--- src/sv/ucn_pkg.sv ---
package ucn_pkg;

   typedef enum logic [2:0] {
      MODE_SCHEME = 3'd0,
      MODE_REG_NAME = 3'd1,
      MODE_PORT = 3'd2,
      MODE_PATH = 3'd3,
      MODE_IPV4 = 3'd4
   } mode_type;

   typedef enum logic [1:0] {
      ST_OK = 2'd0,
      ST_ILLEGAL = 2'd1,
      ST_RANGE = 2'd2,
      ST_EMPTY = 2'd3
   } status_type;

   typedef enum logic [1:0] {
      ESC_NONE = 2'd0,
      ESC_PCT = 2'd1,
      ESC_HEX1 = 2'd2
   } escape_type;

   localparam logic [7:0] CHAR_PCT = 8'h25;
   localparam logic [7:0] CHAR_SLASH = 8'h2F;
   localparam logic [7:0] CHAR_DOT = 8'h2E;
   localparam logic [7:0] CHAR_COLON = 8'h3A;
   localparam logic [7:0] CHAR_AT = 8'h40;
   localparam logic [9:0] OCTET_MAX = 10'd255;
   localparam logic [9:0] OCTET_MIN3 = 10'd100;
   localparam logic [9:0] OCTET_MIN2 = 10'd10;
   localparam int GROUP_DEPTH = 3;

   // per-string parsing state
   typedef struct packed {
      escape_type escape_phase;
      logic [7:0] held_hex_digit;
      logic at_first_char;
      status_type error_code;
      logic [9:0] octet_value;
      logic [2:0] octet_digits;
      logic [2:0] dot_count;
   } state_type;

   localparam state_type STATE_RESET = '{
      escape_phase: ESC_NONE,
      held_hex_digit: 8'd0,
      at_first_char: 1'b1,
      error_code: ST_OK,
      octet_value: 10'd0,
      octet_digits: 3'd0,
      dot_count: 3'd0
   };

   // results caused by one input item
   typedef struct packed {
      logic [GROUP_DEPTH-1:0][7:0] chars;
      logic [1:0] nchars;
      logic [1:0] total;
      logic done;
      status_type status;
   } group_type;

   function automatic logic is_alpha(input logic [7:0] c);
      return (c >= "a" && c <= "z") || (c >= "A" && c <= "Z");
   endfunction

   function automatic logic is_digit(input logic [7:0] c);
      return c >= "0" && c <= "9";
   endfunction

   function automatic logic is_hex(input logic [7:0] c);
      return is_digit(c) || (c >= "a" && c <= "f") || (c >= "A" && c <= "F");
   endfunction

   function automatic logic [7:0] to_lower(input logic [7:0] c);
      return (c >= "A" && c <= "Z") ? c + 8'd32 : c;
   endfunction

   function automatic logic [7:0] to_upper(input logic [7:0] c);
      return (c >= "a" && c <= "z") ? c - 8'd32 : c;
   endfunction

   function automatic logic is_unres(input logic [7:0] c);
      return is_alpha(c) || is_digit(c) || c == "-" || c == "." || c == "_" || c == "~";
   endfunction

   function automatic logic is_subdelim(input logic [7:0] c);
      return c == "!" || c == "$" || c == "&" || c == "'" || c == "(" || c == ")" ||
             c == "*" || c == "+" || c == "," || c == ";" || c == "=";
   endfunction

   function automatic status_type octet_check(input logic [2:0] digits,
                                              input logic [9:0] value);
      status_type r;
      r = ST_ILLEGAL;
      if (digits == 3'd1) begin
         r = ST_OK;
      end else if (digits == 3'd2) begin
         r = (value < OCTET_MIN2) ? ST_ILLEGAL : ST_OK;
      end else if (digits == 3'd3) begin
         r = (value < OCTET_MIN3 || value > OCTET_MAX) ? ST_ILLEGAL : ST_OK;
      end
      return r;
   endfunction

endpackage

--- src/sv/ucn_step.sv ---
module ucn_step (
   input  ucn_pkg::mode_type   mode,
   input  ucn_pkg::state_type  state,
   input  logic [7:0]          char_code,
   input  logic                has_char,
   input  logic                end_of_string,
   output ucn_pkg::state_type  state_next,
   output ucn_pkg::group_type  group
);

   ucn_pkg::state_type st;
   ucn_pkg::status_type r;
   logic [2:0][7:0] em;
   logic [1:0] n;
   logic [7:0] c;

   assign c = char_code;

   always_comb begin
      st = state;
      r = ucn_pkg::ST_OK;
      em = '0;
      n = 2'd0;
      if (has_char) begin
         if (state.error_code == ucn_pkg::ST_OK) begin
            unique case (mode)
               ucn_pkg::MODE_SCHEME: begin
                  if (state.at_first_char && !ucn_pkg::is_alpha(c)) begin
                     r = ucn_pkg::ST_ILLEGAL;
                  end else if (!(ucn_pkg::is_alpha(c) || ucn_pkg::is_digit(c) ||
                                 c == "+" || c == "-" || c == ucn_pkg::CHAR_DOT)) begin
                     r = ucn_pkg::ST_ILLEGAL;
                  end else begin
                     em[0] = ucn_pkg::to_lower(c);
                     n = 2'd1;
                  end
               end
               ucn_pkg::MODE_REG_NAME, ucn_pkg::MODE_PATH: begin
                  if (state.escape_phase == ucn_pkg::ESC_PCT) begin
                     if (!ucn_pkg::is_hex(c)) begin
                        r = ucn_pkg::ST_ILLEGAL;
                     end else begin
                        st.held_hex_digit = ucn_pkg::to_upper(c);
                        st.escape_phase = ucn_pkg::ESC_HEX1;
                     end
                  end else if (state.escape_phase == ucn_pkg::ESC_HEX1) begin
                     if (!ucn_pkg::is_hex(c)) begin
                        r = ucn_pkg::ST_ILLEGAL;
                     end else begin
                        em[0] = ucn_pkg::CHAR_PCT;
                        em[1] = state.held_hex_digit;
                        em[2] = ucn_pkg::to_upper(c);
                        n = 2'd3;
                        st.escape_phase = ucn_pkg::ESC_NONE;
                        st.held_hex_digit = 8'd0;
                     end
                  end else if (c == ucn_pkg::CHAR_PCT) begin
                     st.escape_phase = ucn_pkg::ESC_PCT;
                  end else if (mode == ucn_pkg::MODE_REG_NAME) begin
                     if (!(ucn_pkg::is_unres(c) || ucn_pkg::is_subdelim(c))) begin
                        r = ucn_pkg::ST_ILLEGAL;
                     end else begin
                        em[0] = ucn_pkg::to_lower(c);
                        n = 2'd1;
                     end
                  end else begin
                     if (!(ucn_pkg::is_unres(c) || ucn_pkg::is_subdelim(c) ||
                           c == ucn_pkg::CHAR_COLON || c == ucn_pkg::CHAR_AT ||
                           c == ucn_pkg::CHAR_SLASH)) begin
                        r = ucn_pkg::ST_ILLEGAL;
                     end else begin
                        em[0] = c;
                        n = 2'd1;
                     end
                  end
               end
               ucn_pkg::MODE_PORT: begin
                  if (!ucn_pkg::is_digit(c)) begin
                     r = ucn_pkg::ST_ILLEGAL;
                  end else begin
                     em[0] = c;
                     n = 2'd1;
                  end
               end
               ucn_pkg::MODE_IPV4: begin
                  if (c == ucn_pkg::CHAR_DOT) begin
                     if (state.octet_digits == 3'd0) begin
                        r = ucn_pkg::ST_ILLEGAL;
                     end else if (state.dot_count >= 3'd4) begin
                        r = ucn_pkg::ST_RANGE;
                     end else begin
                        r = ucn_pkg::octet_check(state.octet_digits, state.octet_value);
                        if (r == ucn_pkg::ST_OK) begin
                           st.dot_count = state.dot_count + 3'd1;
                           st.octet_value = 10'd0;
                           st.octet_digits = 3'd0;
                           em[0] = c;
                           n = 2'd1;
                        end
                     end
                  end else if (state.octet_digits >= 3'd4) begin
                     r = ucn_pkg::ST_RANGE;
                  end else if (!ucn_pkg::is_digit(c)) begin
                     r = ucn_pkg::ST_ILLEGAL;
                  end else begin
                     if (state.octet_digits < 3'd3) begin
                        st.octet_value = 10'(state.octet_value * 4'd10) + 10'(c[3:0]);
                     end
                     st.octet_digits = state.octet_digits + 3'd1;
                     em[0] = c;
                     n = 2'd1;
                  end
               end
               default: begin
                  r = ucn_pkg::ST_ILLEGAL;
               end
            endcase
            if (r != ucn_pkg::ST_OK) begin
               st = state;
               st.error_code = r;
               em = '0;
               n = 2'd0;
            end
         end
         st.at_first_char = 1'b0;
      end

      group.chars = em;
      group.nchars = n;
      group.total = (end_of_string && n == 2'd0) ? 2'd1 : n;
      group.done = end_of_string;
      group.status = ucn_pkg::ST_OK;
      state_next = st;
      if (end_of_string) begin
         if (st.error_code != ucn_pkg::ST_OK) begin
            group.status = st.error_code;
         end else begin
            unique case (mode)
               ucn_pkg::MODE_REG_NAME, ucn_pkg::MODE_PATH: begin
                  group.status = (st.escape_phase != ucn_pkg::ESC_NONE) ?
                                 ucn_pkg::ST_ILLEGAL : ucn_pkg::ST_OK;
               end
               ucn_pkg::MODE_PORT: begin
                  group.status = ucn_pkg::ST_OK;
               end
               ucn_pkg::MODE_IPV4: begin
                  group.status = ucn_pkg::octet_check(st.octet_digits, st.octet_value);
                  if (group.status == ucn_pkg::ST_OK && st.dot_count != 3'd3) begin
                     group.status = ucn_pkg::ST_RANGE;
                  end
               end
               default: begin
                  group.status = st.at_first_char ? ucn_pkg::ST_EMPTY : ucn_pkg::ST_OK;
               end
            endcase
         end
         state_next = ucn_pkg::STATE_RESET;
      end
   end

endmodule

--- src/sv/uri_component_normalizer.sv ---
// URI component normalizer.
// Characters of one component arrive on req_, one per item, with req_has_char
// and req_end_of_string; the item carrying end_of_string closes the string.
// The component kind comes from csr_component_mode, written with csr_wr_en;
// the user writes only while the block is idle (unchecked); a write restarts the string.
// Each input item gives zero to three rsp_ items: normalized characters, and
// for the closing item a verdict on rsp_status with rsp_string_done set.
// rsp_run_last marks the last rsp_ item caused by one input item.
// An item enters an input register, is parsed combinationally on its way
// into a result group register once that register is free, and its first
// result is offered from the result group register.
// One input item is taken per cycle while each gives at most one result and
// rsp_ready is high; a completed percent triplet takes three result items.
// The input register keeps taking an item while results wait on a stalled
// receiver; req_ready drops only when both registers are full.
// Reset (synchronous) empties both registers and sets the mode to scheme.
module uri_component_normalizer (
   input  logic       clock,
   input  logic       reset,
   input  logic       req_valid,
   output logic       req_ready,
   input  logic [7:0] req_char_code,
   input  logic       req_has_char,
   input  logic       req_end_of_string,
   output logic       rsp_valid,
   input  logic       rsp_ready,
   output logic [7:0] rsp_out_char,
   output logic       rsp_char_valid,
   output logic       rsp_run_last,
   output logic       rsp_string_done,
   output logic [1:0] rsp_status,
   input  logic       csr_wr_en,
   input  logic [2:0] csr_component_mode
);

   ucn_pkg::mode_type mode_ff, mode_in;
   ucn_pkg::state_type st_ff, st_in, st_next;
   ucn_pkg::group_type grp_ff, grp_in, grp_next;
   logic in_valid_ff, in_valid_in;
   logic [7:0] in_char_ff;
   logic in_has_ff;
   logic in_end_ff;
   logic grp_valid_ff, grp_valid_in;
   logic [1:0] idx_ff, idx_in;
   logic req_fire, rsp_fire, grp_last, grp_free, move;

   ucn_step u_step (
      .mode          (mode_ff),
      .state         (st_ff),
      .char_code     (in_char_ff),
      .has_char      (in_has_ff),
      .end_of_string (in_end_ff),
      .state_next    (st_next),
      .group         (grp_next)
   );

   assign rsp_valid = grp_valid_ff;
   assign grp_last = idx_ff == grp_ff.total - 2'd1;
   assign rsp_fire = rsp_valid && rsp_ready;
   assign grp_free = !grp_valid_ff || (rsp_fire && grp_last);
   assign move = in_valid_ff && (grp_next.total == 2'd0 || grp_free);
   assign req_ready = !in_valid_ff || move;
   assign req_fire = req_valid && req_ready;

   assign rsp_char_valid = idx_ff < grp_ff.nchars;
   assign rsp_out_char = rsp_char_valid ? grp_ff.chars[idx_ff] : 8'd0;
   assign rsp_run_last = grp_last;
   assign rsp_string_done = grp_ff.done && grp_last;
   assign rsp_status = rsp_string_done ? grp_ff.status : ucn_pkg::ST_OK;

   always_comb begin
      in_valid_in = in_valid_ff;
      if (req_fire) begin
         in_valid_in = 1'b1;
      end else if (move) begin
         in_valid_in = 1'b0;
      end

      mode_in = mode_ff;
      st_in = st_ff;
      if (csr_wr_en) begin
         mode_in = ucn_pkg::mode_type'(csr_component_mode);
         st_in = ucn_pkg::STATE_RESET;
      end else if (move) begin
         st_in = st_next;
      end

      grp_valid_in = grp_valid_ff;
      idx_in = idx_ff;
      grp_in = grp_ff;
      if (move && grp_next.total != 2'd0) begin
         grp_valid_in = 1'b1;
         idx_in = 2'd0;
         grp_in = grp_next;
      end else if (rsp_fire) begin
         if (grp_last) begin
            grp_valid_in = 1'b0;
         end else begin
            idx_in = idx_ff + 2'd1;
         end
      end
   end

   always_ff @(posedge clock) begin
      if (reset) begin
         in_valid_ff <= 1'b0;
         grp_valid_ff <= 1'b0;
         idx_ff <= 2'd0;
         mode_ff <= ucn_pkg::MODE_SCHEME;
         st_ff <= ucn_pkg::STATE_RESET;
      end else begin
         in_valid_ff <= in_valid_in;
         grp_valid_ff <= grp_valid_in;
         idx_ff <= idx_in;
         mode_ff <= mode_in;
         st_ff <= st_in;
      end
   end

   always_ff @(posedge clock) begin
      if (req_fire) begin
         in_char_ff <= req_char_code;
         in_has_ff <= req_has_char;
         in_end_ff <= req_end_of_string;
      end
      grp_ff <= grp_in;
   end

   a_idx_in_group: assert property (@(posedge clock) disable iff (reset)
      grp_valid_ff |-> (idx_ff < grp_ff.total))
      else $error("result index past end of group");

   a_empty_only_at_end: assert property (@(posedge clock) disable iff (reset)
      (rsp_valid && !rsp_char_valid) |-> rsp_string_done)
      else $error("characterless result without verdict");

   a_done_is_last: assert property (@(posedge clock) disable iff (reset)
      (rsp_valid && rsp_string_done) |-> rsp_run_last)
      else $error("verdict not on last result");

   a_no_overwrite: assert property (@(posedge clock) disable iff (reset)
      (grp_valid_ff && !(rsp_fire && grp_last)) |=> $stable(grp_ff))
      else $error("pending result group overwritten");

   a_string_restart: assert property (@(posedge clock) disable iff (reset)
      (move && in_end_ff && !csr_wr_en) |=> (st_ff == ucn_pkg::STATE_RESET))
      else $error("state not cleared after end of string");

endmodule
--- config.mk ---
export PLATFORM = sky130hd
export DESIGN_NAME = uri_component_normalizer
export DESIGN_NICKNAME = d
export VERILOG_FILES = /design/src/sv/ucn_pkg.sv /design/src/sv/ucn_step.sv /design/src/sv/uri_component_normalizer.sv
export SDC_FILE = /design/constraint.sdc
export NUM_CORES = 1
export LEC_CHECK = 0
export BUFFER_PORTS_ARGS = -buffer_cell sky130_fd_sc_hd__buf_2
export CORE_UTILIZATION = 45
export DETAILED_ROUTE_END_ITERATION = 8
export PLACE_DENSITY = 0.66
export SLEW_MARGIN = 15
export SYNTH_ARGS = -nofsm -noshare
export SYNTH_HDL_FRONTEND = slang
export SYNTH_SLANG_ARGS = --single-unit
--- constraint.sdc ---
create_clock -name clock -period 9.7 [get_ports clock]
set_input_delay 0 -clock clock [delete_from_list [all_inputs] [get_ports clock]]
set_output_delay 0 -clock clock [all_outputs]
set_load 0.01 [all_outputs]
==> results.py, run 1 <==
metrics = {
    "outcome": {
        "outcome": "finished, final reports clean",
    },
    "min_path": {
        "timing.hold.worst.start": "rsp_ready",
        "min_path_type": "input pin to flip-flop",
        "timing.hold.worst_endpoint": "idx_ff[0]$_SDFFE_PP0P_",
        "hold_depth": 4,
    },
    "routing": {
        "drt_first_pass_iters": 5,
        "dr.max_layer_used": "met4",
        "met2WireLength_um": 6330,
        "ant_nets": 0,
        "wire_length_on_met1_um": 5820,
        "met3WireLength_um": 707,
        "detail_route.vias_per_cell": 5.97,
        "dr_total_vias": 4609,
        "detail_route.drc_violations": 0,
        "wl_per_cell_um": 17.0,
        "drt-initial-drc-count": 340,
        "totalWireLength_um": 13100,
    },
    "setup_path": {
        "critical-path-max-stage-delay_ps": 770,
        "crit_arrival_ps": 5100,
        "worstPathCellList": "o21ai_0 > nand2_1 > a222oi_1 > nand2_1 > or3_1 > nor2_1 > o31ai_1 > or2_1 > a21oi_1 > dlygate4sd3_1",
        "worstSetupStartpointType": "flip-flop",
        "critical_path_required_ps": 9990,
        "crit_type": "flip-flop to flip-flop",
        "worst_setup_path_end_kind": "flip-flop",
        "crit_slowest_cell": "sky130_fd_sc_hd__nor2_1",
        "ff2ff_setup_slack_ps": 4880,
        "worstRegToRegCells": 10,
        "crit_buf_inv": 1,
        "critical-path-top-delay-family": "simple AND/OR/NAND/NOR gates",
        "worst-path-max-fanout": 22,
        "r2r-end": "in_valid_ff$_SDFFE_PP0P_",
        "worst_path_most_repeated_cell": "sky130_fd_sc_hd__nand2_1",
        "worstReg2RegStart": "in_char_ff[2]$_DFFE_PP_",
    },
    "global_route": {
        "grt_max_degree": 30,
        "via_count_of_the_first_global_routing_pass": 4432,
        "antenna_found_initial": 0,
        "grt_pass1_wl_um": 22100,
        "groute.usage.overall_pct": 22.3,
        "grt-ovfl-total": 0,
    },
    "place": {
        "io_buffers": 32,
        "detailed_place.area_um2": 5500,
        "gp_congestion": 0.926,
        "place.detailed.hpwl_um": 9520,
    },
    "final_layout": {
        "area_growth_syn_to_layout_pct": 13.0,
        "final_design_area_no_fill_um2": 5980,
        "diodes": 0,
        "fillers": 1078,
        "seq_area_um2": 1950,
        "multiInputGateArea_um2": 3100,
        "layout-drive-gt1-share_pct": 11.0,
        "post-route-util_pct": 52.3,
        "net_count_final": 669,
    },
    "clock_tree": {
        "cts_buffer_depth": 2,
        "cts_made_buffers": 9,
        "clk_transition_reported_paths_ps": 60,
        "ctsRootBufferMaster": "sky130_fd_sc_hd__clkbuf_16",
        "tritoncts_num_sinks": 77,
        "tritoncts": "built",
        "postCtsSetupRepairBufs": 0,
        "cts.htree.levels": 3,
        "post_cts_resize_count": 0,
        "clk_lat_worst_skew_ps": 350,
        "cts_hold_buf": 22,
    },
    "power": {
        "power_density_nw_per_um2": 128,
        "lkg_pwr_nw": 2.23,
        "peakVddDrop_uv": 79.8,
        "design_power_mw": 0.765,
    },
    "sta": {
        "actual_transition_at_the_worst_max_transition_pin_ps": 954,
        "slew-limit-headroom_pct": 36.1,
        "timing.final.hold_violations": 0,
        "achievable-frequency_mhz": 208,
        "finalCritPeriodShare_pct": 49.7,
        "min_period_ps": 4820,
        "setup_viol_count_final": 0,
        "rsz_0062_raised_after_global_routing": "no",
        "max_slew_violation_total_from_the_final_report": 0,
        "setup-tns-final_ps": 0,
        "clock_skew_ps": 9.19,
    },
    "synth": {
        "yosysSeqAreaShare_pct": 36.9,
        "postSynthNetCount": 635,
        "postSynth.topFlopCell": "sky130_fd_sc_hd__edfxtp_1",
        "synthDistinctLibCells": 86,
        "synth_enable_flop_cells": 41,
        "synthesis.yosys.warnings": 0,
        "ys_seq_elements": 77,
        "async_flop_share_pct": 0,
        "syn_area_um2": 5290,
        "postSynthCellCount": 590,
        "synth_area_per_cell_um2": 8.96,
    },
    "die": {
        "die_h_um": 110,
        "rows": 39,
        "die_width_um": 110,
        "fp.dieArea_um2": 12200,
        "initial_utilization_pct": 46.3,
        "pin_count": 33,
        "coreArea_um2": 11400,
    },
    "flow_run": {
        "drv.max_cap_violation_count": 0,
    },
}
## cell families (layout without fill, tap and decap cells)
group,count (synthesis),count (layout),share of synthesized area [%]
and+or+nand+nor,233,233,23.4
AOI/OAI and AO/OA,159,159,21.4
DFF,77,77,36.9
buffers and inverters,57,96,4.78
adders and majority gates,27,27,6.67
muxes,20,20,3.81
xor gates and xnor gates,17,17,3.08
## cell type report
cell class / instances / share of cell area, %
multi-input combinational: 456 / 51.8
sequential: 77 / 32.7
timing repair buffer: 57 / 6.74
clock buffer: 11 / 3.89
tap: 143 / 2.99
inverter: 23 / 1.44
clock inverter: 5 / 0.461
## report_power, final
part / internal, mW / total, mW / switching (mW)
sequential: 0.353 / 0.369 / 0.0157
combinational: 0.0384 / 0.0956 / 0.0572
clock: 0.171 / 0.301 / 0.130
## cell usage after synthesis, types with 4 or more instances
cell	number	area share [%]
sky130_fd_sc_hd__nor2_1	64	4.5
sky130_fd_sc_hd__nand2_1	50	3.5
sky130_fd_sc_hd__a21oi_1	46	4.4
sky130_fd_sc_hd__edfxtp_1	41	23
sky130_fd_sc_hd__dfxtp_1	36	14
sky130_fd_sc_hd__ha_1	25	5.9
sky130_fd_sc_hd__and2_1	24	2.8
sky130_fd_sc_hd__o21ai_0	23	2.2
sky130_fd_sc_hd__inv_1	22	1.6
sky130_fd_sc_hd__mux2i_1	19	3.6
sky130_fd_sc_hd__clkbuf_1	18	1.3
sky130_fd_sc_hd__nand3_1	13	1.2
sky130_fd_sc_hd__nor3_1	12	1.1
sky130_fd_sc_hd__xnor2_1	12	2.0
sky130_fd_sc_hd__nand2b_1	11	1.3
sky130_fd_sc_hd__buf_2	10	0.95
sky130_fd_sc_hd__nor4_1	9	1.1
sky130_fd_sc_hd__o211ai_1	9	1.3
sky130_fd_sc_hd__a21o_1	8	1.1
sky130_fd_sc_hd__a31oi_1	8	0.95
sky130_fd_sc_hd__a211oi_1	7	0.99
sky130_fd_sc_hd__or3_1	6	0.71
sky130_fd_sc_hd__and3_1	5	0.59
sky130_fd_sc_hd__nor2b_1	5	0.59
sky130_fd_sc_hd__a211o_1	4	0.66
sky130_fd_sc_hd__a22oi_1	4	0.57
sky130_fd_sc_hd__nand4_1	4	0.47
sky130_fd_sc_hd__nor3b_1	4	0.57
sky130_fd_sc_hd__xor2_1	4	0.66
## state kept, by name, summed over array words and instances, names as in the netlist
| register | cells |
|---|---|
| grp_ff | 31 |
| idx_ff | 2 |
| in_char_ff | 8 |
| in_end_ff | 1 |
| in_has_ff | 1 |
| in_valid_ff | 1 |
| mode_ff | 3 |
| rsp_valid | 1 |
| st_ff | 29 |
## per-layer routing
metal | vias up | track usage, %
met5 | - | 0
li1 | 2256 | -
met2 | 156 | 36.6
met4 | 0 | 8.18
met3 | 29 | 5.27
met1 | 2168 | 28.5
## per-stage QoR
step | setup slack [ps] | hold slack (ps) | std cells
after global routing | 4410 | 108 | 772
after global placement | 5160 | 182 | 734
after detailed placement | 5000 | 179 | 734
after CTS | 4930 | 55.9 | 772
after floorplan | 4960 | 98.9 | 590
final | 4880 | 64.7 | 772
## placed cells by master, fill, tap and decap left out, types with 11 or more instances in the layout
cell | netlist | layout
sky130_fd_sc_hd__nor2_1 | 64 | 64
sky130_fd_sc_hd__nand2_1 | 50 | 50
sky130_fd_sc_hd__a21oi_1 | 46 | 45
sky130_fd_sc_hd__edfxtp_1 | 41 | 41
sky130_fd_sc_hd__dfxtp_1 | 36 | 36
sky130_fd_sc_hd__buf_2 | 10 | 32
sky130_fd_sc_hd__ha_1 | 25 | 25
sky130_fd_sc_hd__and2_1 | 24 | 24
sky130_fd_sc_hd__o21ai_0 | 23 | 23
sky130_fd_sc_hd__inv_1 | 22 | 22
sky130_fd_sc_hd__dlygate4sd3_1 | 0 | 22
sky130_fd_sc_hd__mux2i_1 | 19 | 19
sky130_fd_sc_hd__nand3_1 | 13 | 13
sky130_fd_sc_hd__xnor2_1 | 12 | 12
sky130_fd_sc_hd__nor3_1 | 12 | 12
sky130_fd_sc_hd__nand2b_1 | 11 | 11
## worst max-delay path by stage
| stage | from | to | slack (ps) | depth (start not counted) |
|---|---|---|---|---|
| after floorplan | in_char_ff[5]$_DFFE_PP_ | grp_ff[0]$_SDFFCE_PN0P_ | 4960 | 12 |
| after global placement | in_char_ff[2]$_DFFE_PP_ | grp_ff[18]$_SDFFCE_PP0P_ | 5160 | 9 |
| after detailed placement | in_char_ff[2]$_DFFE_PP_ | grp_ff[18]$_SDFFCE_PP0P_ | 5000 | 9 |
| after CTS | in_char_ff[2]$_DFFE_PP_ | in_valid_ff$_SDFFE_PP0P_ | 4930 | 10 |
| after global routing | in_char_ff[2]$_DFFE_PP_ | in_valid_ff$_SDFFE_PP0P_ | 4410 | 10 |
| final | in_char_ff[2]$_DFFE_PP_ | in_valid_ff$_SDFFE_PP0P_ | 4880 | 10 |
## worst register-to-register path: cells and delay by family (launching register included)
kind	cells	cell delay, ps
AND/OR/NAND/NOR	5	1900
flip-flops	1	720
AO/OA/AOI/OAI	4	1590
buffers and inverters	1	560
No activity file was read; power rests on OpenSTA's default activity.
==> run 2, diff against run 1 <==
--- a/config.mk
+++ b/config.mk
@@ -8,7 +8,7 @@
 export BUFFER_PORTS_ARGS = -buffer_cell sky130_fd_sc_hd__buf_2
 export CORE_UTILIZATION = 45
 export DETAILED_ROUTE_END_ITERATION = 8
-export PLACE_DENSITY = 0.66
+export PLACE_DENSITY = 0.68
 export SLEW_MARGIN = 15
 export SYNTH_ARGS = -nofsm -noshare
 export SYNTH_HDL_FRONTEND = slang
==> constraint.sdc (replaced) <==
create_clock -name clock -period 4.3 [get_ports clock]
set_input_delay 0 -clock clock [delete_from_list [all_inputs] [get_ports clock]]
set_output_delay 0 -clock clock [all_outputs]
set_load 0.01 [all_outputs]
==> results.py, run 2 (synthesized netlist as in run 1, its figures left out) <==
metrics = {
    "routing": {
        "ant_nets": 0,
        "drt_first_pass_iters": 6,
        "detail_route.drc_violations": 0,
        "wl_per_cell_um": 16.9,
        "drt-initial-drc-count": 240,
        "totalWireLength_um": 13300,
        "detail_route.vias_per_cell": 5.87,
        "dr_total_vias": 4610,
    },
    "final_layout": {
        "net_count_final": 683,
        "area_growth_syn_to_layout_pct": 15.2,
        "largest_registers": "grp_ff x31, st_ff x29, in_char_ff x8",
        "diodes": 0,
        "largest_register_ff_count": 31,
        "layout-drive-gt1-share_pct": 14.2,
        "top_library_cells_by_usage_in_the_layout_fill_and_taps_aside": "64 x sky130_fd_sc_hd__nor2_1, 50 x sky130_fd_sc_hd__nand2_1, 45 x sky130_fd_sc_hd__a21oi_1",
        "fillers": 1057,
        "seq_area_um2": 1950,
        "layout_commonest_cell": "sky130_fd_sc_hd__nor2_1",
        "final_design_area_no_fill_um2": 6090,
        "multiInputGateArea_um2": 3100,
        "top_register": "grp_ff",
        "finish.cell_count_without_fillers": 786,
    },
    "sta": {
        "slew-limit-headroom_pct": 46.1,
        "setup_viol_count_final": 0,
        "max_slew_violation_total_from_the_final_report": 0,
        "clock_skew_ps": 3.53,
        "setup-tns-final_ps": 0,
        "min_period_ps": 4110,
        "achievable-frequency_mhz": 243,
        "rsz_0062_raised_after_global_routing": "no",
        "timing.final.hold_violations": 0,
        "finalCritPeriodShare_pct": 95.5,
        "hold_slack_ps": 10.2,
        "actual_transition_at_the_worst_max_transition_pin_ps": 806,
    },
    "die": {
        "die_width_um": 110,
        "fp.dieArea_um2": 12200,
        "rows": 39,
        "die_h_um": 110,
        "initial_utilization_pct": 46.3,
        "pin_count": 33,
        "coreArea_um2": 11400,
    },
    "power": {
        "sw_frac_of_total_pct": 26.8,
        "share_seq_of_total_power_pct": 47.1,
        "switching_power_mw": 0.468,
        "lkg_pwr_nw": 2.32,
        "power_density_nw_per_um2": 287,
        "clk_pwr_share_pct": 39.5,
        "comb_power_share_pct": 13.4,
        "p_int_mw": 1.28,
        "design_power_mw": 1.75,
        "peakVddDrop_uv": 251,
    },
    "setup_path": {
        "worst-path-max-fanout": 11,
        "worstReg2RegStart": "in_char_ff[5]$_DFFE_PP_",
        "ff2ff_setup_slack_ps": 190,
        "critical_path_required_ps": 4590,
        "worst_setup_path_end_kind": "flip-flop",
        "r2r-end": "in_valid_ff$_SDFFE_PP0P_",
        "worst_path_most_repeated_cell": "sky130_fd_sc_hd__a21oi_1",
        "crit_slowest_cell": "sky130_fd_sc_hd__or4b_1",
        "crit_arrival_ps": 4400,
        "critical-path-top-delay-family": "simple AND/OR/NAND/NOR gates",
        "critical-path-max-stage-delay_ps": 700,
        "crit_type": "flip-flop to flip-flop",
        "worstPathCellList": "or4b_1 > nor3_4 > o2111ai_2 > or3b_1 > a21oi_1 > a31oi_1 > a21oi_4 > o31ai_1 > or2_1 > a21oi_1 > dlygate4sd3_1",
        "crit_buf_inv": 1,
        "worstSetupStartpointType": "flip-flop",
        "worstRegToRegCells": 11,
    },
    "global_route": {
        "grt_max_degree": 30,
        "antenna_found_initial": 0,
        "groute.usage.overall_pct": 22.4,
        "via_count_of_the_first_global_routing_pass": 4521,
        "grt_pass1_wl_um": 21900,
        "grt-ovfl-total": 0,
    },
    "flow_run": {
        "drv.max_cap_violation_count": 0,
    },
    "clock_tree": {
        "tritoncts": "built",
        "cts_buffer_depth": 2,
        "clk_transition_reported_paths_ps": 60,
        "ctsRootBufferMaster": "sky130_fd_sc_hd__clkbuf_16",
        "clk_lat_worst_skew_ps": 350,
        "cts.htree.levels": 3,
        "cts_made_buffers": 9,
        "tritoncts_num_sinks": 77,
    },
    "min_path": {
        "timing.hold.worst.start": "csr_wr_en",
        "hold_depth": 3,
        "min_path_type": "input pin to flip-flop",
        "timing.hold.worst_endpoint": "mode_ff[0]$_SDFFE_PP0P_",
    },
    "place": {
        "gp_congestion": 0.932,
        "detailed_place.area_um2": 5640,
        "place.detailed.hpwl_um": 9800,
        "placedCellCount": 752,
        "io_buffers": 32,
    },
    "outcome": {
        "outcome": "finished, final reports clean",
    },
}
[run 2: cell count changes in the layout (fill, tap and decap cells not counted), sizes merged]
| cell | change |
|---|---|
| clkinvlp | -1 |
| clkbuf | -1 |
| dlygate4sd3 | -4 |
| buf | +18 |
| clkinv | +2 |
[run 2: worst reg2reg max path, stage by stage (launching register included)]
cell and delay [ps]:
sky130_fd_sc_hd__edfxtp_1 560, sky130_fd_sc_hd__or4b_1 700, sky130_fd_sc_hd__nor3_4 370, sky130_fd_sc_hd__o2111ai_2 320, sky130_fd_sc_hd__or3b_1 450, sky130_fd_sc_hd__a21oi_1 200
sky130_fd_sc_hd__a31oi_1 120, sky130_fd_sc_hd__a21oi_4 220, sky130_fd_sc_hd__o31ai_1 160, sky130_fd_sc_hd__or2_1 280, sky130_fd_sc_hd__a21oi_1 140, sky130_fd_sc_hd__dlygate4sd3_1 550
[run 2: metal layers]
layer | part of all wire, % | vias up | track usage [%]
li1 | - | 2274 | -
met1 | 44 | 2169 | 28.0
met2 | 48 | 143 | 36.7
met3 | 5.7 | 24 | 5.65
met4 | 2.2 | 0 | 9.24
met5 | 0 | - | 0
[run 2: cell type report]
cell class	instances	share of cell area [%]
clock buffers	10	3.76
clock inverters	6	0.657
inverters	23	1.42
multi-input cells	456	50.8
flip-flops and latches	77	32.0
well taps	143	2.94
repair buffers	71	8.38
[run 2: timing repair]
item | in CTS | in global routing
endpoints found under the hold margin | 17 | 0
gates resized for setup | 0 | 1
endpoints found under the setup margin | 0 | 10
hold buffers | 18 | 0
buffers inserted | 0 | 0
[run 2: how the worst max path moves through the flow]
| stage | from | to | cells after the start |
|---|---|---|---|
| detailed placement | in_char_ff[3]$_DFFE_PP_ | in_char_ff[5]$_DFFE_PP_ | 10 |
| finish | in_char_ff[5]$_DFFE_PP_ | in_valid_ff$_SDFFE_PP0P_ | 11 |
| global route | in_char_ff[2]$_DFFE_PP_ | in_valid_ff$_SDFFE_PP0P_ | 12 |
| global placement | in_char_ff[5]$_DFFE_PP_ | in_char_ff[5]$_DFFE_PP_ | 10 |
| CTS | in_char_ff[5]$_DFFE_PP_ | in_valid_ff$_SDFFE_PP0P_ | 11 |
| floorplan | in_char_ff[5]$_DFFE_PP_ | grp_ff[0]$_SDFFCE_PN0P_ | 12 |
[run 2: power by group through the flow]
stage | combinational [mW] | clock [mW] | sequential (mW)
2_1_floorplan | 0.163 | 0 | 0.821
3_3_place_gp | 0.216 | 0 | 0.837
3_5_place_dp | 0.219 | 0 | 0.839
4_1_cts | 0.233 | 0.705 | 0.823
5_1_grt | 0.258 | 0.732 | 0.826
6_report | 0.235 | 0.690 | 0.823
[run 2: metrics by stage]
stage	utilization, %	setup slack [ps]
after floorplan	-	264
after global placement	49.4	348
after detailed placement	49.4	304
after CTS	53.4	253
after global routing	53.4	14.5
final	53.4	193
==> run 3, diff against run 2 <==
--- a/config.mk
+++ b/config.mk
@@ -12,4 +12,5 @@
 export SLEW_MARGIN = 15
 export SYNTH_ARGS = -nofsm -noshare
 export SYNTH_HDL_FRONTEND = slang
+export SYNTH_HIERARCHICAL = 1
 export SYNTH_SLANG_ARGS = --single-unit
==> constraint.sdc (replaced) <==
create_clock -name clock -period 4.3 [get_ports clock]
set_input_delay 0.43 -clock clock [delete_from_list [all_inputs] [get_ports clock]]
set_output_delay 0.43 -clock clock [all_outputs]
set_load 0.01 [all_outputs]
==> results.py, run 3 <==
metrics = {
    "die": {
        "initial_utilization_pct": 46.6,
        "fp.dieArea_um2": 13000,
        "rows": 40,
        "pin_count": 33,
        "die_width_um": 114,
        "die_h_um": 114,
        "coreArea_um2": 12100,
    },
    "sta": {
        "rsz_0062_raised_after_global_routing": "no",
        "setup-tns-final_ps": 0,
        "max_slew_violation_total_from_the_final_report": 0,
        "hold_slack_ps": 256,
        "timing.final.hold_violations": 0,
        "setup_viol_count_final": 0,
        "slew-limit-headroom_pct": 50.1,
        "clock_skew_ps": 6.62,
        "achievable-frequency_mhz": 247,
        "finalCritPeriodShare_pct": 94.1,
        "min_period_ps": 4040,
        "actual_transition_at_the_worst_max_transition_pin_ps": 748,
    },
    "final_layout": {
        "area_growth_syn_to_layout_pct": 10.5,
        "top_library_cells_by_usage_in_the_layout_fill_and_taps_aside": "76 x sky130_fd_sc_hd__nand2_1, 60 x sky130_fd_sc_hd__nor2_1, 42 x sky130_fd_sc_hd__mux2i_1",
        "layout_commonest_cell": "sky130_fd_sc_hd__nand2_1",
        "finish.cell_count_without_fillers": 828,
        "seq_area_um2": 1950,
        "largest_register_ff_count": 31,
        "fillers": 1193,
        "layout-drive-gt1-share_pct": 15.0,
        "top_register": "grp_ff",
        "net_count_final": 701,
        "largest_registers": "grp_ff x31, st_ff x29, in_char_ff x8",
        "diodes": 0,
        "multiInputGateArea_um2": 3390,
    },
    "synth": {
        "yosys.area.top_type": "sky130_fd_sc_hd__edfxtp_1",
        "ys_seq_elements": 77,
        "yosys-top-cells-count": "76 x sky130_fd_sc_hd__nand2_1, 61 x sky130_fd_sc_hd__nor2_1, 42 x sky130_fd_sc_hd__mux2i_1",
        "postSynthNetCount": 682,
        "postSynth.topFlopCell": "sky130_fd_sc_hd__edfxtp_1",
        "yosysSeqAreaShare_pct": 34.6,
        "netlist_top_cells_area": "sky130_fd_sc_hd__edfxtp_1 22%, sky130_fd_sc_hd__dfxtp_1 13%, sky130_fd_sc_hd__mux2i_1 7.5%",
        "async_flop_share_pct": 0,
        "syn_area_um2": 5640,
        "synthDistinctLibCells": 89,
        "synthesis.yosys.warnings": 6,
        "synthDominantCellAreaShare_pct": 21.8,
        "synth_enable_flop_cells": 41,
        "synth_area_per_cell_um2": 8.87,
        "postSynthCellCount": 636,
        "yosysMostFrequentCell": "sky130_fd_sc_hd__nand2_1",
    },
    "routing": {
        "ant_nets": 0,
        "wl_per_cell_um": 16.3,
        "drt-initial-drc-count": 335,
        "detail_route.drc_violations": 0,
        "drt_first_pass_iters": 5,
        "dr_total_vias": 4786,
        "totalWireLength_um": 13500,
        "detail_route.vias_per_cell": 5.78,
    },
    "setup_path": {
        "crit_arrival_ps": 3610,
        "worst_path_most_repeated_cell": "sky130_fd_sc_hd__buf_4",
        "crit_type": "flip-flop to output pin",
        "worst-path-max-fanout": 10,
        "worstSetupStartpointType": "flip-flop",
        "crit_slowest_cell": "sky130_fd_sc_hd__edfxtp_1",
        "r2r-end": "grp_ff[17]$_DFFE_PP_",
        "critical-path-max-stage-delay_ps": 550,
        "ff2ff_setup_slack_ps": 410,
        "critical_path_required_ps": 3870,
        "worst_setup_path_end_kind": "output pin",
        "worstRegToRegCells": 14,
        "worstPathCellList": "buf_4 > nor4b_1 > buf_4 > nand2_1 > nor3_1 > a22oi_1 > or3_1 > a21oi_1 > nand2b_1 > nor2_1 > o22ai_1 > o2111ai_1 > buf_2",
        "worstReg2RegStart": "in_char_ff[5]$_DFFE_PP_",
    },
    "global_route": {
        "antenna_found_initial": 0,
        "groute.usage.overall_pct": 21.8,
        "grt-ovfl-total": 0,
        "via_count_of_the_first_global_routing_pass": 4396,
        "grt_max_degree": 57,
        "grt_pass1_wl_um": 22000,
    },
    "power": {
        "lkg_pwr_nw": 2.45,
        "power_density_nw_per_um2": 279,
        "design_power_mw": 1.74,
        "peakVddDrop_uv": 182,
    },
    "flow_run": {
        "drv.max_cap_violation_count": 0,
    },
    "min_path": {
        "timing.hold.worst.start": "req_char_code[2]",
        "hold_depth": 1,
        "min_path_type": "input pin to flip-flop",
        "timing.hold.worst_endpoint": "in_char_ff[2]$_DFFE_PP_",
    },
    "clock_tree": {
        "postCtsSetupRepairBufs": 0,
        "cts.htree.levels": 3,
        "tritoncts": "built",
        "clk_transition_reported_paths_ps": 60,
        "post_cts_resize_count": 0,
        "clk_lat_worst_skew_ps": 350,
        "cts_hold_buf": 0,
        "ctsRootBufferMaster": "sky130_fd_sc_hd__clkbuf_16",
        "tritoncts_num_sinks": 77,
        "cts_made_buffers": 9,
        "cts_buffer_depth": 2,
    },
    "outcome": {
        "outcome": "finished, final reports clean",
    },
    "place": {
        "place.detailed.hpwl_um": 9780,
        "placedCellCount": 811,
        "gp_congestion": 0.907,
        "io_buffers": 32,
    },
}
[run 3: worst max path at each step]
stage / from / to / slack (ps) / depth (start not counted)
finish: in_char_ff[5]$_DFFE_PP_ / req_ready / 260 / 13
CTS: in_char_ff[5]$_DFFE_PP_ / req_ready / 320 / 13
global placement: in_char_ff[5]$_DFFE_PP_ / grp_ff[7]$_DFFE_PP_ / 600 / 12
global route: in_char_ff[1]$_DFFE_PP_ / req_ready / 80 / 11
floorplan: in_char_ff[6]$_DFFE_PP_ / grp_ff[0]$_DFFE_PP_ / 200 / 13
detailed placement: in_char_ff[5]$_DFFE_PP_ / grp_ff[17]$_DFFE_PP_ / 470 / 14
[run 3: area by class of cell]
| cell class | count | area share, % |
|---|---|---|
| Multi-Input combinational cell | 496 | 54.5 |
| Clock inverter | 4 | 0.522 |
| Sequential cell | 77 | 31.3 |
| Clock buffer | 12 | 3.96 |
| Inverter | 25 | 1.51 |
| Tap cell | 168 | 3.37 |
| Timing Repair Buffer | 46 | 4.86 |
[run 3: per-stage QoR]
| step | utilization [%] | worst slack (ps) | area, µm² |
|---|---|---|---|
| final | 51.5 | 255 | 6230 |
| after global routing | 51.5 | 84.5 | 6230 |
| after CTS | 51.3 | 319 | 6210 |
| after detailed placement | 49.0 | 468 | 5930 |
| after global placement | 49.0 | 597 | 5930 |
| after floorplan | - | 203 | 5650 |
[run 3: cell families (layout without fill, tap and decap cells)]
logic type               count (synthesis)  count (layout)  synth area share (%)
flip-flops                              77              77                  34.6
adder cells (fa/ha/maj)                 28              28                  6.48
multiplexers                            45              45                  8.12
buffers and inverters                   63              87                  5.57
AO/OA/AOI/OAI                          153             153                  19.6
XOR/XNOR                                18              18                  2.79
AND/OR/NAND/NOR                        252             252                  22.8
[run 3: critical path: cells and delay by family (launching register included)]
kind,cells,cell delay (ps)
buffers and inverters,3,600
AOI/OAI and AO/OA,4,790
DFF,1,550
and+or+nand+nor,6,1340
[run 3: routing by layer]
layer / wire length, µm / track usage, % / part of all wire [%]
met2: 6090 / 34.4 / 45
met1: 6600 / 29.8 / 49
met4: 253 / 8.83 / 1.9
met3: 535 / 3.56 / 4.0
met5: 0 / 0 / 0
[run 3: where the power goes]
group,internal (mW),total [mW],switching [mW]
Combinational,0.0759,0.194,0.118
Sequential,0.794,0.820,0.0255
Clock,0.410,0.722,0.312
Total,1.28,1.74,0.456
